File: config.mk
export PLATFORM = sky130hd
export DESIGN_NAME = rnh_sqrt
export DESIGN_NICKNAME = d
export VERILOG_FILES = /design/src/rtl/rnh_sqrt.sv
export SDC_FILE = /design/constraint.sdc
export NUM_CORES = 1
export LEC_CHECK = 0
export BUFFER_PORTS_ARGS = -buffer_cell sky130_fd_sc_hd__buf_2
export CORE_AREA = 4 4 175 135
export CTS_BUF_LIST = sky130_fd_sc_hd__clkbuf_4 sky130_fd_sc_hd__clkbuf_8
export DETAILED_ROUTE_END_ITERATION = 8
export DIE_AREA = 0 0 179 139
export HOLD_SLACK_MARGIN = 0.15
export MAX_ROUTING_LAYER = met4
export SETUP_SLACK_MARGIN = 0.2
export SYNTH_ARGS = -nofsm -noshare
export SYNTH_HDL_FRONTEND = slang
export SYNTH_SLANG_ARGS = --single-unit
export TNS_END_PERCENT = 10
File: constraint.sdc
create_clock -name clk -period 3.4 [get_ports clk]
set_clock_uncertainty 0.1 [all_clocks]
set_input_delay 0.51 -clock clk [delete_from_list [all_inputs] [get_ports clk]]
set_output_delay 0.51 -clock clk [all_outputs]
set_load 0.005 [all_outputs]
File: src/rtl/rnh_sqrt.sv
`timescale 1ns / 1ps
// ----------------------------------------------------------------------------
// rnh_sqrt
// Restoring integer square root, one root bit per cycle.
// ----------------------------------------------------------------------------
module rnh_sqrt #(
    parameter int ROOT_W = 32
) (
    input  logic                  clk,
    input  logic                  rst_n,
    input  logic                  start,
    input  logic [2*ROOT_W-1:0]   radicand,
    output logic                  done,
    output logic [ROOT_W-1:0]     root
);

    localparam int CNT_W = $clog2(ROOT_W);

    logic                  busy_reg;
    logic                  done_reg;
    logic [CNT_W-1:0]      cnt_reg;
    logic [2*ROOT_W-1:0]   x_reg;
    logic [ROOT_W+1:0]     rem_reg;
    logic [ROOT_W-1:0]     root_reg;

    logic [ROOT_W+1:0]     rem_sh;
    logic [ROOT_W+1:0]     trial;
    logic                  ge;

    assign rem_sh = {rem_reg[ROOT_W-1:0], x_reg[2*ROOT_W-1 -: 2]};
    assign trial  = {root_reg, 2'b01};
    assign ge     = rem_sh >= trial;

    always_ff @(posedge clk or negedge rst_n)
    begin
        if (!rst_n)
        begin
            busy_reg <= 1'b0;
            done_reg <= 1'b0;
            cnt_reg  <= '0;
        end
        else
        begin
            done_reg <= 1'b0;
            if (start)
            begin
                busy_reg <= 1'b1;
                cnt_reg  <= '0;
            end
            else if (busy_reg)
            begin
                cnt_reg <= cnt_reg + CNT_W'(1);
                if (cnt_reg == CNT_W'(ROOT_W - 1))
                begin
                    busy_reg <= 1'b0;
                    done_reg <= 1'b1;
                end
            end
        end
    end

    always_ff @(posedge clk)
    begin
        if (start)
        begin
            x_reg    <= radicand;
            rem_reg  <= '0;
            root_reg <= '0;
        end
        else if (busy_reg)
        begin
            x_reg    <= {x_reg[2*ROOT_W-3:0], 2'b00};
            rem_reg  <= ge ? rem_sh - trial : rem_sh;
            root_reg <= {root_reg[ROOT_W-2:0], ge};
        end
    end

    assign done = done_reg;
    assign root = root_reg;

endmodule

==> results of run 1 <==
[per-layer routing]
metal / global-route usage, % / up-vias
met5: - / -
met4: 3.593 / 0
met3: 3.271 / 17
met2: 19.87 / 125
met1: 23.11 / 2696
li1: - / 2884
[power by group through the flow]
stage | combinational, uW | sequential, uW | clock, uW
floorplan | 2590 | 2060 | 0
global placement | 3230 | 2110 | 0
detailed placement | 3230 | 2110 | 0
CTS | 3260 | 2070 | 1420
global route | 3670 | 2100 | 1500
finish | 3280 | 2070 | 1380
[layout by cell type, fill, tap and decap left out, drive strengths merged, types with 10 or more instances in the layout]
cell type,n
a311oi,22
edfxtp,64
nand3,14
inv,51
mux2,63
buf,111
o21ai,17
nor2,83
xnor2,12
ha,36
xor2,12
a21o,21
a21oi,36
mux2i,36
dfxtp,64
nand2,61
nor3,10
clkbuf,17
[layout make-up]
cell class / count / share of cell area (%)
Sequential cell: 135 / 38.61
Tap cell: 294 / 4.199
Clock inverter: 15 / 1.943
Inverter: 46 / 1.971
Clock buffer: 17 / 2.671
Timing Repair Buffer: 112 / 7.156
Multi-Input combinational cell: 521 / 43.45
[timing repair]
item / in CTS / in global routing
hold buffers: 1 / 0
hold endpoints to repair: 7 / 0
setup endpoints to repair: 0 / 2
gates resized for setup: 0 / 1
[per-stage QoR]
step,total power [uW],utilization (%)
6_report,6726,40.15
5_1_grt,7271,40.15
4_1_cts,6752,40.13
3_5_place_dp,5341,38.23
3_3_place_gp,5336,38.23
2_1_floorplan,4650,-
[cell families (layout without fill, tap and decap cells)]
kind of cell | Yosys count | in the layout
and+or+nand+nor | 215 | 215
AOI/OAI and AO/OA | 147 | 147
DFF | 135 | 135
muxes | 99 | 99
buffers and inverters | 92 | 190
adders and majority gates | 36 | 36
xor gates and xnor gates | 24 | 24
[critical path: stages, from the launching register on]
cell and delay (ps):
sky130_fd_sc_hd__edfxtp_1 450, sky130_fd_sc_hd__inv_1 90, sky130_fd_sc_hd__ha_1 210, sky130_fd_sc_hd__nand2b_1 180, sky130_fd_sc_hd__a21oi_2 250, sky130_fd_sc_hd__and2_1 230
sky130_fd_sc_hd__o2111ai_4 180, sky130_fd_sc_hd__a31oi_4 230, sky130_fd_sc_hd__a21oi_2 80, sky130_fd_sc_hd__buf_4 220, sky130_fd_sc_hd__or3_1 380, sky130_fd_sc_hd__a311oi_1 250
[path summary, 6_finish.rpt]
check                      slack [ps]    endpoint  cells past startpoint
max                               460  rem_reg[7]                     11
min                               250    x_reg[0]                      2
max reg2reg                       460  rem_reg[7]                     11
min reg2reg                       410  rem_reg[5]                      2
max in group asynchronous        2680    busy_reg                      2
min in group asynchronous         330  cnt_reg[3]                      2
==> flow_summary.ini, run 1 <==
[synth]
main_combinational_cell_family_by_area_after_synthesis = compound AO/OA/AOI/OAI gates
post_synthesis_register_bit_count = 135
synth.yosys.warnings = 0
post_synth.cell_area_avg_um2 = 10.11
netlist_top_cells_count = sky130_fd_sc_hd__nor2_1, sky130_fd_sc_hd__dfxtp_1, sky130_fd_sc_hd__edfxtp_1, sky130_fd_sc_hd__mux2_2, sky130_fd_sc_hd__nand2_1
async_reset_ff_share_pct = 5.185
post-synth-top-area-fraction_pct = 25.42
post-synth-top-count-cell = sky130_fd_sc_hd__nor2_1
mappedNetlistNets = 851
share_of_synthesized_area_spent_on_multiplexers_pct = 14.15
synth_compound_area_share_pct = 14.45
number_of_distinct_library_cells_after_synthesis = 65
syn-instance-count = 748
netlist_area_um2 = 7560
synth_edf_count = 64
dominant_cell_type_by_area_after_synthesis = sky130_fd_sc_hd__edfxtp_1
post_synth_and_or_nand_nor_area_fraction_pct = 13.01
synth_adder_area_share_pct = 5.958
synth_xor_xnor_area_share_pct = 2.781
yosys_most_used_dff = sky130_fd_sc_hd__edfxtp_1
post_synth_main_area_contributors = sky130_fd_sc_hd__edfxtp_1, sky130_fd_sc_hd__dfxtp_1, sky130_fd_sc_hd__mux2_2, sky130_fd_sc_hd__ha_1, sky130_fd_sc_hd__mux2i_1
seq_area_frac_synth_pct = 44.69

[placement]
pre_cts_ws_ps = 460.3
post-dp-hpwl_um = 12700
place.detailed.instances = 1107
dpl_cell_area_um2 = 8342
io_buffer_count = 99
routabilityCongestion = 0.9254

[sta]
period_minus_slack_ps = 2941
maximum_clock_frequency_ghz = 0.3400
transition_at_the_pin_with_the_smallest_max_transition_slack_ps = 761.5
timing.final.max_slew_violations = 0
finalCritPeriodShare_pct = 86.50
timing.final.ws_setup_ps = 459.1
worst_slew_margin_rel_pct = 49.23
report.final.setup_viol = 0
report.final.hold_viol_count = 0
setup_repair_after_global_routing_missed_its_margin = true
timing.hold.ws_ps = 252.5
setup_total_negative_slack_ps = 0

[layout]
syn_to_final_growth_pct = 15.87
instances_no_fill = 1140
fillCellCount = 2157
largest_register_ffs = 64
seq_area_um2 = 3382
antennaDiodeCount = 0
layout-drive-gt1-share_pct = 26.12
final_design_area_no_fill_um2 = 8760
fin_nets = 936
multi_input_comb_area_um2 = 3806

[floorplan]
starting_utilization_of_the_core_area_pct = 34.65
std_cell_rows = 47
ios = 100
floorplan.die.height_um = 139
dieArea_um2 = 24880
placeableCoreArea_um2 = 21820
die_width_um = 179

[critical_path]
worst_ep_arrival_time_ps = 3190
crit_path_start_kind = flip-flop
crit_start = x_reg[62]
endpoint_kind = flip-flop
crit_path_max_fanout = 20
path_class = reg -> reg
worstReg2RegStart = x_reg[62]
critical_path_required_ps = 3650

[routing]
met3_wirelength_um = 815
met2WireLength_um = 7251
drt-met1-wl_um = 9528
drt-wirelength-per-cell_um = 15.62
dr_total_vias = 5722
detail_route.drc_violations = 0
route.detailed.vias_per_inst = 5.019
number_of_iterations_in_the_first_detailed_routing_pass = 5
detail_route.iter0.violations = 375
dr.max_layer_used = met4
finalWirelength_um = 17810
route.antenna.remaining_nets = 0

[run]
timing.max_cap.violations = 0

[hold_path]
hold_path.startpoint = radicand[0]
worst_hold_path_type = in -> reg

[outcome]
outcome = completed

[clock_tree]
clk_latency_ps = 440
clk_pin_slew_worst_paths_ps = 90
ctsLongestPathBuffers = 2
cts.root.buffer_cell = sky130_fd_sc_hd__clkbuf_8
cts_setup_buffers = 0
cts_sinks = 135
htree_num_levels = 4
clock_tree_from_tritoncts = done
cts_inserted_buffers = 17

[power_and_ir_drop]
p_leak_uw = 0.003866
comb_power_share_pct = 48.8
seq_power_share_pct = 30.8
p_sw_share_pct = 40.38
power_switching_uw = 2716
power_frac_clock_pct = 20.4
internal-power_uw = 4011
vdd_drop_max_mv = 0.4327
power.density_cell_area_nw_per_um2 = 767.9

[global_route]
antenna_found_initial = 0
grt_start_max_net_pins = 67
grt_pass1_wl_um = 29460
grtUsageTotal_pct = 15.05
grt_pass1_vias = 5519
grt_overflow = 0
No activity file was read; power rests on OpenSTA's default activity.
==> run 2, diff against run 1 <==
--- a/config.mk
+++ b/config.mk
@@ -6,10 +6,10 @@
 export NUM_CORES = 1
 export LEC_CHECK = 0
 export BUFFER_PORTS_ARGS = -buffer_cell sky130_fd_sc_hd__buf_2
-export CORE_AREA = 4 4 175 135
+export CORE_AREA = 4 4 164 127
 export CTS_BUF_LIST = sky130_fd_sc_hd__clkbuf_4 sky130_fd_sc_hd__clkbuf_8
 export DETAILED_ROUTE_END_ITERATION = 8
-export DIE_AREA = 0 0 179 139
+export DIE_AREA = 0 0 168 131
 export HOLD_SLACK_MARGIN = 0.15
 export MAX_ROUTING_LAYER = met4
 export SETUP_SLACK_MARGIN = 0.2
==> run 2 against run 1 <==
Compared with the run above:
- hold slack worse by 13 ps
- sequential cell count unchanged
- sequential power about the same
- sequential share of layout area up 0.21 points
- via count up 0.45%
- count of clock-buffer cells in the layout unchanged
- non-clock buffer count up 2
- fmax down 0.20%
==> flow_summary.ini, run 2 (synthesis results as in run 1) <==
[outcome]
outcome = completed

[power_and_ir_drop]
p_sw_share_pct = 40.98
vdd_drop_max_mv = 0.3096
p_leak_uw = 0.003877
internal-power_uw = 3987
power.density_cell_area_nw_per_um2 = 775.5
comb_power_share_pct = 48.9
power.total_uw = 6756
power_frac_clock_pct = 20.3
power_switching_uw = 2769
seq_power_share_pct = 30.7

[clock_tree]
clk_pin_slew_worst_paths_ps = 80
cts.root.buffer_cell = sky130_fd_sc_hd__clkbuf_8
ctsLongestPathBuffers = 2
clk_latency_ps = 460
htree_num_levels = 4
clock_tree_from_tritoncts = done
cts_inserted_buffers = 17
postCtsResizedCells = 0
cts_sinks = 135

[layout]
antennaDiodeCount = 0
final_design_area_no_fill_um2 = 8712
final_cell_mix = sky130_fd_sc_hd__buf_2, sky130_fd_sc_hd__nor2_1, sky130_fd_sc_hd__dfxtp_1, sky130_fd_sc_hd__edfxtp_1, sky130_fd_sc_hd__mux2_2
syn_to_final_growth_pct = 15.24
fin_nets = 938
largest_register_ffs = 64
layout_commonest_cell = sky130_fd_sc_hd__buf_2
layout-drive-gt1-share_pct = 26.30

[sta]
period_minus_slack_ps = 2947
worst_slew_margin_rel_pct = 56.60
report.final.hold_viol_count = 0
timing.final.max_slew_violations = 0
transition_at_the_pin_with_the_smallest_max_transition_slack_ps = 651.0
report.final.setup_viol = 0
maximum_clock_frequency_ghz = 0.3393
finalCritPeriodShare_pct = 86.67
setup_total_negative_slack_ps = 0
timing.hold.ws_ps = 239.1
setup_repair_after_global_routing_missed_its_margin = false

[floorplan]
placeableCoreArea_um2 = 19100
ios = 100
die_width_um = 168
std_cell_rows = 44
floorplan.die.height_um = 131
starting_utilization_of_the_core_area_pct = 39.57
dieArea_um2 = 22010

[critical_path]
crit_path_start_kind = flip-flop
setup.reg_to_reg.worst_slack_ps = 450
worst_path_most_repeated_cell = sky130_fd_sc_hd__a21o_1
cp_top_family = compound AO/OA/AOI/OAI gates
worstReg2RegStart = root[3]
critical-path-slowest-cell = sky130_fd_sc_hd__a221oi_4
critical_path_required_ps = 3630
worstPathCellList = inv_1 -> ha_1 -> a21o_1 -> a21o_1 -> a21o_1 -> a221oi_4 -> a31oi_1 -> a41oi_1 -> xnor2_1 -> a31oi_1
path_class = reg -> reg
worst_ep_arrival_time_ps = 3170
terminus_of_the_critical_flop_to_flop_path = rem_reg[29]
endpoint_kind = flip-flop
timing.critical_path.slowest_cell_delay_ps = 390
reg2reg_depth = 10
path_buf_inv = 1
crit_path_max_fanout = 6

[routing]
detail_route.iter0.violations = 497
route.antenna.remaining_nets = 0
detail_route.drc_violations = 0
number_of_iterations_in_the_first_detailed_routing_pass = 7
finalWirelength_um = 17430
dr_total_vias = 5748
drt-wirelength-per-cell_um = 15.83
route.detailed.vias_per_inst = 5.221

[placement]
io_buffer_count = 99
dpl_cell_area_um2 = 8293
routabilityCongestion = 0.8901
post-dp-hpwl_um = 12280

[hold_path]
worst_hold_path_type = in -> reg
hold_path_depth = 2
hold_path.startpoint = radicand[1]
timing.hold.worst_endpoint = x_reg[1]

[run]
timing.max_cap.violations = 0

[global_route]
grt_pass1_vias = 5462
grt_pass1_wl_um = 28880
grtUsageTotal_pct = 16.67
antenna_found_initial = 0
grt_start_max_net_pins = 65
grt_overflow = 0
==> run 2: cell types whose count changed in the layout (fill, tap and decap cells not counted) <==
cell,delta
sky130_fd_sc_hd__inv_6,+3
sky130_fd_sc_hd__clkinvlp_4,-2
sky130_fd_sc_hd__buf_12,-1
sky130_fd_sc_hd__clkinv_2,-1
sky130_fd_sc_hd__inv_8,+2
sky130_fd_sc_hd__clkinv_4,-3
sky130_fd_sc_hd__clkinv_8,+2
sky130_fd_sc_hd__bufinv_16,-1
sky130_fd_sc_hd__buf_6,-1
sky130_fd_sc_hd__buf_4,+4
==> run 2: layout make-up <==
class	count	area (um2)
well taps	253	316.6
clock buffers	17	234.0
flip-flops and latches	135	3382
multi-input cells	521	3806
inverters	46	172.7
repair buffers	114	625.6
fillers	1872	10390
clock inverters	15	175.2
==> run 2: stage by stage <==
stage	std cells	utilization, %	setup WS (ps)
4_1_cts	1101	45.61	450.1
5_1_grt	1101	45.61	267.4
3_3_place_gp	1068	43.41	522.1
6_report	1101	45.61	453.1
2_1_floorplan	748	-	847.7
3_5_place_dp	1068	43.41	453.7
==> run 2: routing by layer <==
metal | vias up | wire length (um) | GRT usage, %
met3 | 10 | 869 | 4.180
met5 | - | 0 | -
met1 | 2700 | 9155 | 24.80
met4 | 0 | 121 | 3.435
met2 | 139 | 7281 | 22.78
li1 | 2899 | - | -
==> run 2: power by group through the flow <==
| stage | Sequential (uW) | Clock, uW | Combinational, uW |
|---|---|---|---|
| 2_1_floorplan | 2060 | 0 | 2590 |
| 3_3_place_gp | 2110 | 0 | 3280 |
| 3_5_place_dp | 2110 | 0 | 3270 |
| 4_1_cts | 2080 | 1420 | 3290 |
| 5_1_grt | 2110 | 1490 | 3690 |
| 6_report | 2080 | 1370 | 3310 |
==> run 2: repair_timing <==
action	CTS	global route
endpoints found under the hold margin	7	0
setup buffers	0	0
hold buffers	1	0
==> run 2: worst max path at each step <==
stage          startpoint           to  slack, ps  cells after the start
2_1_floorplan    root[14]  rem_reg[30]        850                     11
3_3_place_gp      root[7]   rem_reg[7]        520                     11
3_5_place_dp      root[6]   rem_reg[7]        450                     11
4_1_cts           root[6]   rem_reg[7]        450                     11
5_1_grt           root[4]  rem_reg[16]        270                     11
6_report          root[3]  rem_reg[29]        450                     10
==> run 2: worst reg2reg max path, stage by stage, from the launching register on <==
cell and delay [ps]:
sky130_fd_sc_hd__dfxtp_1 380, sky130_fd_sc_hd__inv_1 70, sky130_fd_sc_hd__ha_1 370, sky130_fd_sc_hd__a21o_1 220, sky130_fd_sc_hd__a21o_1 180, sky130_fd_sc_hd__a21o_1 260, sky130_fd_sc_hd__a221oi_4 390, sky130_fd_sc_hd__a31oi_1 240
sky130_fd_sc_hd__a41oi_1 380, sky130_fd_sc_hd__xnor2_1 160, sky130_fd_sc_hd__a31oi_1 90
